## config.mk

```make
export PLATFORM = sky130hd
export DESIGN_NAME = tbh_ctrl
export DESIGN_NICKNAME = d
export VERILOG_FILES = /design/src/rtl/core/take_back_half_controller_macros.svh /design/src/rtl/core/tbh_pkg.sv /design/src/rtl/core/tbh_ctrl.sv
export SDC_FILE = /design/constraint.sdc
export NUM_CORES = 1
export LEC_CHECK = 0
export BUFFER_PORTS_ARGS = -buffer_cell sky130_fd_sc_hd__buf_4
export CORE_AREA = 2 2 39 41
export DETAILED_ROUTE_END_ITERATION = 12
export DIE_AREA = 0 0 41 43
export PLACE_DENSITY_LB_ADDON = 0.15
export SYNTH_ARGS = -nofsm -noshare
export SYNTH_HDL_FRONTEND = slang
export SYNTH_SLANG_ARGS = --single-unit
export TNS_END_PERCENT = 10
```

## constraint.sdc

```tcl
create_clock -name clk -period 2.3 [get_ports clk]
set_input_delay 0.345 -clock clk [delete_from_list [all_inputs] [get_ports clk]]
set_output_delay 0.345 -clock clk [all_outputs]
set_load 0.02 [all_outputs]
```

## src/rtl/core/take_back_half_controller_macros.svh

```systemverilog
// assertion macros for the take-back-half controller
// no dependencies; included by the files that carry assertions
`ifndef TAKE_BACK_HALF_CONTROLLER_MACROS_SVH
`define TAKE_BACK_HALF_CONTROLLER_MACROS_SVH

// same-cycle implication, disabled during reset
`define TBH_ASSERT_IMP(lbl, ck, rn, ante, cons) \
	lbl: assert property (@(posedge ck) disable iff (!rn) (ante) |-> (cons)) \
		else $error("tbh assertion failed");

// next-cycle implication, disabled during reset
`define TBH_ASSERT_NXT(lbl, ck, rn, ante, cons) \
	lbl: assert property (@(posedge ck) disable iff (!rn) (ante) |=> (cons)) \
		else $error("tbh assertion failed");

`endif

```

## src/rtl/core/tbh_pkg.sv

```systemverilog
// shared types and constants of the take-back-half controller
// no dependencies; imported by the interfaces, controller, datapath and top
package tbh_pkg;

	localparam int Q_W    = 32;                 // signed q16.16 word
	localparam int DT_W   = 24;                 // unsigned q8.16 time step
	localparam int FRAC_W = 16;
	localparam int T1_W   = 39;                 // |error| * dt in unsigned q23.16
	localparam int PH_W   = T1_W - FRAC_W + Q_W; // high partial product
	localparam int M_W    = PH_W + 1;           // sum of partial products
	localparam int TERM_W = M_W + 1;            // signed integration term
	localparam int ND_W   = TERM_W + 1;         // drive minus term

	localparam logic [Q_W-1:0] DRIVE_MAX = {1'b0, {(Q_W-1){1'b1}}};
	localparam logic [Q_W-1:0] DRIVE_MIN = {1'b1, {(Q_W-1){1'b0}}};

	typedef enum logic {
		OP_UPDATE = 1'b0,
		OP_CLEAR  = 1'b1
	} op_t;

	typedef enum logic [5:0] {
		ST_IDLE  = 6'b000001,
		ST_MUL1  = 6'b000010,
		ST_MUL2  = 6'b000100,
		ST_MUL3  = 6'b001000,
		ST_INTEG = 6'b010000,
		ST_FIN   = 6'b100000
	} state_t;

	typedef struct packed {
		logic load;     // capture the input item
		logic mul_err;  // |error| * time_step
		logic mul_hi;   // high part times |gain|
		logic mul_lo;   // low part times |gain|
		logic integ;    // integrate and saturate drive
		logic finish;   // crossing logic, history update, result write
	} cmd_t;

	typedef struct packed {
		logic op_clear; // captured item is a clear
		logic res_free; // result register can take a result this cycle
	} sts_t;

endpackage

```

## src/rtl/core/tbh_ctrl.sv

```systemverilog
// sequencing state machine of the take-back-half controller
// depends on tbh_pkg; drives the datapath through cmd_t, reads sts_t
module tbh_ctrl import tbh_pkg::*; (
	input  logic clk,
	input  logic arst_n,
	input  logic in_valid,
	output logic in_ready,
	input  sts_t sts,
	output cmd_t cmd
);

	state_t state_q;
	state_t state_nxt;

	assign in_ready = (state_q == ST_IDLE);

	always_comb begin
		cmd         = '0;
		state_nxt   = state_q;
		unique case (state_q)
			ST_IDLE: begin
				cmd.load = in_valid;
				if (in_valid) begin
					state_nxt = ST_MUL1;
				end
			end
			ST_MUL1: begin
				cmd.mul_err = !sts.op_clear;
				state_nxt   = sts.op_clear ? ST_FIN : ST_MUL2;
			end
			ST_MUL2: begin
				cmd.mul_hi = 1'b1;
				state_nxt  = ST_MUL3;
			end
			ST_MUL3: begin
				cmd.mul_lo = 1'b1;
				state_nxt  = ST_INTEG;
			end
			ST_INTEG: begin
				cmd.integ = 1'b1;
				state_nxt = ST_FIN;
			end
			ST_FIN: begin
				// hold here while the previous result is still waiting
				cmd.finish = sts.res_free;
				if (sts.res_free) begin
					state_nxt = ST_IDLE;
				end
			end
			default: begin
				state_nxt = ST_IDLE;
			end
		endcase
	end

	always_ff @(posedge clk or negedge arst_n) begin
		if (!arst_n) begin
			state_q <= ST_IDLE;
		end else begin
			state_q <= state_nxt;
		end
	end

endmodule

```

==> results of run 1 <==
[report_power, final]
| part | leakage, uW | internal [uW] | switching [uW] |
|---|---|---|---|
| clock network | 0.0000150 | 66.0 | 43.1 |
| registers | 0.0000791 | 137 | 37.7 |
| logic | 0.000152 | 117 | 115 |
| total | 0.000246 | 320 | 196 |
[what timing repair did]
item / in CTS / in global routing
resized for setup: 0 / 1
hold buffers: 1 / 0
setup endpoints to repair: 0 / 1
endpoints found under the hold margin: 5 / 0
[synth_stat cells, types with 2 or more instances]
cell,count
nor2b_1,2
and3_1,2
dfrtp_1,5
and4b_2,2
nor2_1,5
and2_1,2
[path summary, 6_finish.rpt]
| kind | end | slack, ns | depth (start not counted) | start |
|---|---|---|---|---|
| worst min-delay path | state_q[2] | 0.27 | 2 | sts[1] |
| worst max register to register | state_q[0] | 0.61 | 3 | state_q[2] |
| worst min register to register | state_q[0] | 0.67 | 3 | state_q[0] |
| min in group asynchronous | state_q[4] | 0.43 | 2 | arst_n |
| max in group asynchronous | state_q[0] | 1.65 | 2 | arst_n |
| worst max-delay path | cmd[5] | 0.16 | 4 | state_q[2] |
[routing by layer]
metal / part of all wire, % / vias to the layer above / GRT usage, %
met5: 0 / - / 0
met4: 0 / 0 / 8.000
met3: 6.2 / 0 / 3.141
met2: 48 / 9 / 15.00
met1: 46 / 141 / 14.71
li1: - / 161 / -
[cell families (layout without fill, tap and decap cells)]
group                     Yosys count  after routing  share of synthesized area, %
AOI/OAI and AO/OA                   4              4                         8.015
xor gates and xnor gates            1              1                         2.439
and+or+nand+nor                    23             23                         44.25
DFF                                 6              6                         42.16
buffers and inverters               2             17                         3.136
[per-stage QoR]
| step | cell area [sq um] | power, uW | hold slack (ns) | cells | setup WS (ns) |
|---|---|---|---|---|---|
| finish | 495.5 | 516.1 | 0.2716 | 67 | 0.1649 |
| global route | 495.5 | 558.2 | 0.2749 | 67 | 0.06359 |
| CTS | 490.5 | 517.5 | 0.2647 | 67 | 0.06586 |
| detailed placement | 454.2 | 402.0 | 0.1610 | 62 | 0.3637 |
| global placement | 454.2 | 400.9 | 0.1603 | 62 | 0.3821 |
| floorplan | 359.1 | 329.7 | 0.04941 | 36 | 0.1514 |
[area by class of cell]
class	instances	area [sq um]
clock buffer	4	26.28
fill	138	888.4
inverter	1	3.754
multi-input combinational	28	201.4
sequential	6	151.4
tap	16	20.02
timing repair buffer	12	92.59
==> results.cfg, run 1 <==
[drt]
wirelength_um = 775
drcViolationCount = 0
drtIter0Drc = 8
wl_per_cell_um = 11.57
firstDrtPassIters = 2
routed_via_density = 4.642
vias = 311
final_antenna_net_count = 0

[global_route]
grt_pass1_vias = 299
overflow = 0
grt_pass1_wl_um = 1317
antenna_found_initial = 0
grt.total_usage_pct = 11.20
grt_max_degree = 8

[synth]
synth_cells = 36
yosysTopAreaCell = dfrtp_1
synth_enable_flop_cells = 0
syn_area_sq_um = 359.1
syn_area_per_cell_sq_um = 9.975
yosys_warnings = 0
yosysTopAreaCellShare_pct = 34.84
synth_nets = 41
synthArstFlopShare_pct = 100.0
synth_area_leaders = dfrtp_1, dfstp_2, and4b_2
synth_cell_type_count = 24
synth_ff_type = dfrtp_1
yosys_register_bits = 6
ys_seq_area_share_pct = 42.16

[final_layout]
finalCoreUtilization_pct = 35.80
nNetsFinal = 57
final_cell_mix = buf_4, nor2_1, dfrtp_1
diodes = 0
largest_reg_flops = 6
area_delta_synth_final_pct = 37.98
drive_gt1_share_pct = 43.14
final_common_cell = buf_4
max_flop_register = state_q
reg.largest.list = state_q: 6 flops

[placed_design]
globalplace.congestion = 0.7432
port_buffers = 11
dp_hpwl_um = 616.5

[critical_path]
path_max_fanout = 7
crit_type = register to primary output
cp_data_required_time_ns = 1.96
critPathLaunchType = register
crit_slowest_cell = or4_4
arrival_ns = 1.79
path_buf_inv = 1
slowest_delay_ns = 0.57
cp_cell_sequence = or4_4, nor3_1, and2_1, buf_4
cp-end-kind = primary output
path_delay_family = simple AND/OR/NAND/NOR gates

[clocking]
clk_pin_slew_worst_paths_ns = 0.04
h-tree-depth = 1
cts.sinks = 6
insertion_delay_ns = 0.25
cts_tree = done
post_cts_buffers = 0
cts_buffers = 3
clockBufferDepth = 2
cts.root.buffer_cell = clkbuf_4

[timing]
fmax_mhz = 468.4
rsz0062_at_grt = false
hold_viol_final = 0
relSlewSlack_pct = 80.64
setup_viol = 0
skew_ns = 0.01052
fin_crit_ns = 2.135
slew_viol_final = 0
period_share_pct = 92.83
tightest_slew_ns = 0.2882
fin_tns_setup_ns = 0

[floorplanning]
fp.dieW_um = 41
fp.dieH_um = 43
fp.dieArea_sq_um = 1763
rows = 14
coreArea_sq_um = 1384
pin_count = 12
start_util_pct = 25.95

[power]
powerDensity_nw_per_um2 = 1042
power.leakage_uw = 0.0002456
vdd_drop_max_mv = 0.4252

[status]
outcome = finished, final reports clean

[hold_path]
hold_path.class = primary input to register

[flow_run]
cap_viol_max_count = 0
Power figures use the tool's default switching activity.
==> run 2, diff against run 1 <==
Settings changed: CORE_AREA 2 2 39 41 to 5 5 42 44, DIE_AREA 0 0 41 43 to 0 0 47 49.
==> run 2 against run 1 <==
- die area grew 31%
- total power grew 0.80%
- non-clock buffer count is the same
- maximum frequency shrank 0.20%
- via count grew 9.3%
- global-route usage shrank 2.4 points
==> results.cfg, run 2 (synthesis results as in run 1) <==
[timing]
fin_tns_setup_ns = 0
tightest_slew_ns = 0.2722
fin_crit_ns = 2.139
setup_viol = 0
hold_viol_final = 0
period_share_pct = 93.01
skew_ns = 0.0001371
relSlewSlack_pct = 81.60
slew_viol_final = 0
fmax_mhz = 467.4
fin_hold_ws_ns = 0.2568
rsz0062_at_grt = false

[status]
outcome = finished, final reports clean

[floorplanning]
coreArea_sq_um = 1401
start_util_pct = 25.62
fp.dieH_um = 49
fp.dieW_um = 47
rows = 14
pin_count = 12
fp.dieArea_sq_um = 2303

[critical_path]
crit_type = register to primary output
cp_cell_sequence = or4_4, nor3_1, and2_1, buf_4
critPathLaunchType = register
slowest_delay_ns = 0.57
cp_data_required_time_ns = 1.96
cp-end-kind = primary output
crit_slowest_cell = or4_4
path_max_fanout = 7
arrival_ns = 1.79

[final_layout]
largest_reg_flops = 6
diodes = 0
max_flop_register = state_q
drive_gt1_share_pct = 43.14
reg.largest.list = state_q: 6 flops
instances_no_fill = 67
nNetsFinal = 57
finalCoreUtilization_pct = 35.36
area_delta_synth_final_pct = 37.98
final_cell_mix = buf_4, nor2_1, dfrtp_1
final_common_cell = buf_4

[placed_design]
dp_hpwl_um = 627.8
globalplace.congestion = 0.7368
dp.cells = 62
port_buffers = 11

[global_route]
grt_pass1_vias = 325
grt_max_degree = 8
grt.total_usage_pct = 8.769
antenna_found_initial = 0
grt_pass1_wl_um = 1393
overflow = 0

[drt]
wl_per_cell_um = 12.33
wirelength_um = 826
drcViolationCount = 0
final_antenna_net_count = 0
routed_via_density = 5.075
vias = 340
drtIter0Drc = 3
firstDrtPassIters = 4

[power]
power.leakage_uw = 0.0002456
vdd_drop_max_mv = 0.4633
power_uw = 520.2
powerDensity_nw_per_um2 = 1050

[clocking]
cts_tree = done
clk_pin_slew_worst_paths_ns = 0.05
post_cts_buffers = 0
h-tree-depth = 1
insertion_delay_ns = 0.25
clockBufferDepth = 2
cts.sinks = 6
cts_buffers = 3
cts.root.buffer_cell = clkbuf_4

[hold_path]
hold_path.class = primary input to register

[flow_run]
cap_viol_max_count = 0
==> run 2: cell counts in the layout (fill, tap and decap cells not counted) <==
No cell type changed its count.
==> run 2: per-layer routing <==
| layer | wire, um | up-vias | global-route usage [%] |
|---|---|---|---|
| li1 | - | 162 | - |
| met1 | 377 | 161 | 10.69 |
| met2 | 347 | 14 | 10.41 |
| met3 | 78 | 3 | 5.535 |
| met4 | 23 | 0 | 6.912 |
| met5 | 0 | - | 0 |
==> run 2: metrics by stage <==
| stage | worst slack [ns] | cell area [sq um] |
|---|---|---|
| detailed placement | 0.3698 | 454.2 |
| global route | 0.02206 | 495.5 |
| floorplan | 0.1514 | 359.1 |
| CTS | 0.07146 | 490.5 |
| finish | 0.1607 | 495.5 |
| global placement | 0.3879 | 454.2 |
==> run 2: worst paths after layout <==
check | slack [ns] | end | depth (start not counted) | start
max | 0.16 | cmd[5] | 4 | state_q[2]
min reg2reg | 0.64 | state_q[0] | 3 | state_q[0]
max reg2reg | 0.65 | state_q[0] | 3 | state_q[2]
max in group asynchronous | 1.66 | state_q[0] | 2 | arst_n
min | 0.26 | state_q[2] | 2 | sts[1]
min in group asynchronous | 0.44 | state_q[3] | 2 | arst_n
==> run 2: report_power, final <==
| group | switching [uW] | total, uW | internal (uW) |
|---|---|---|---|
| clock | 47.9 | 114 | 66.4 |
| sequential | 38.2 | 175 | 137 |
| combinational | 113 | 231 | 117 |
| total | 199 | 520 | 321 |
==> run 2: cell type report <==
| type | count | area, sq um |
|---|---|---|
| inverter | 1 | 3.754 |
| tap | 16 | 20.02 |
| sequential | 6 | 151.4 |
| clock buffer | 4 | 26.28 |
| multi-input combinational | 28 | 201.4 |
| fill | 164 | 905.9 |
| timing repair buffer | 12 | 92.59 |
==> run 2: worst max-delay path: cells and delay by family, from the launching register on <==
kind | cells | cell delay (ns)
buf+inv | 1 | 0.14
flops | 1 | 0.43
simple gates | 3 | 0.97
==> run 2: repair_timing <==
action / CTS / global route
resized for setup: 0 / 1
endpoints found under the hold margin: 5 / 0
endpoints found under the setup margin: 0 / 1
hold buffers: 1 / 0
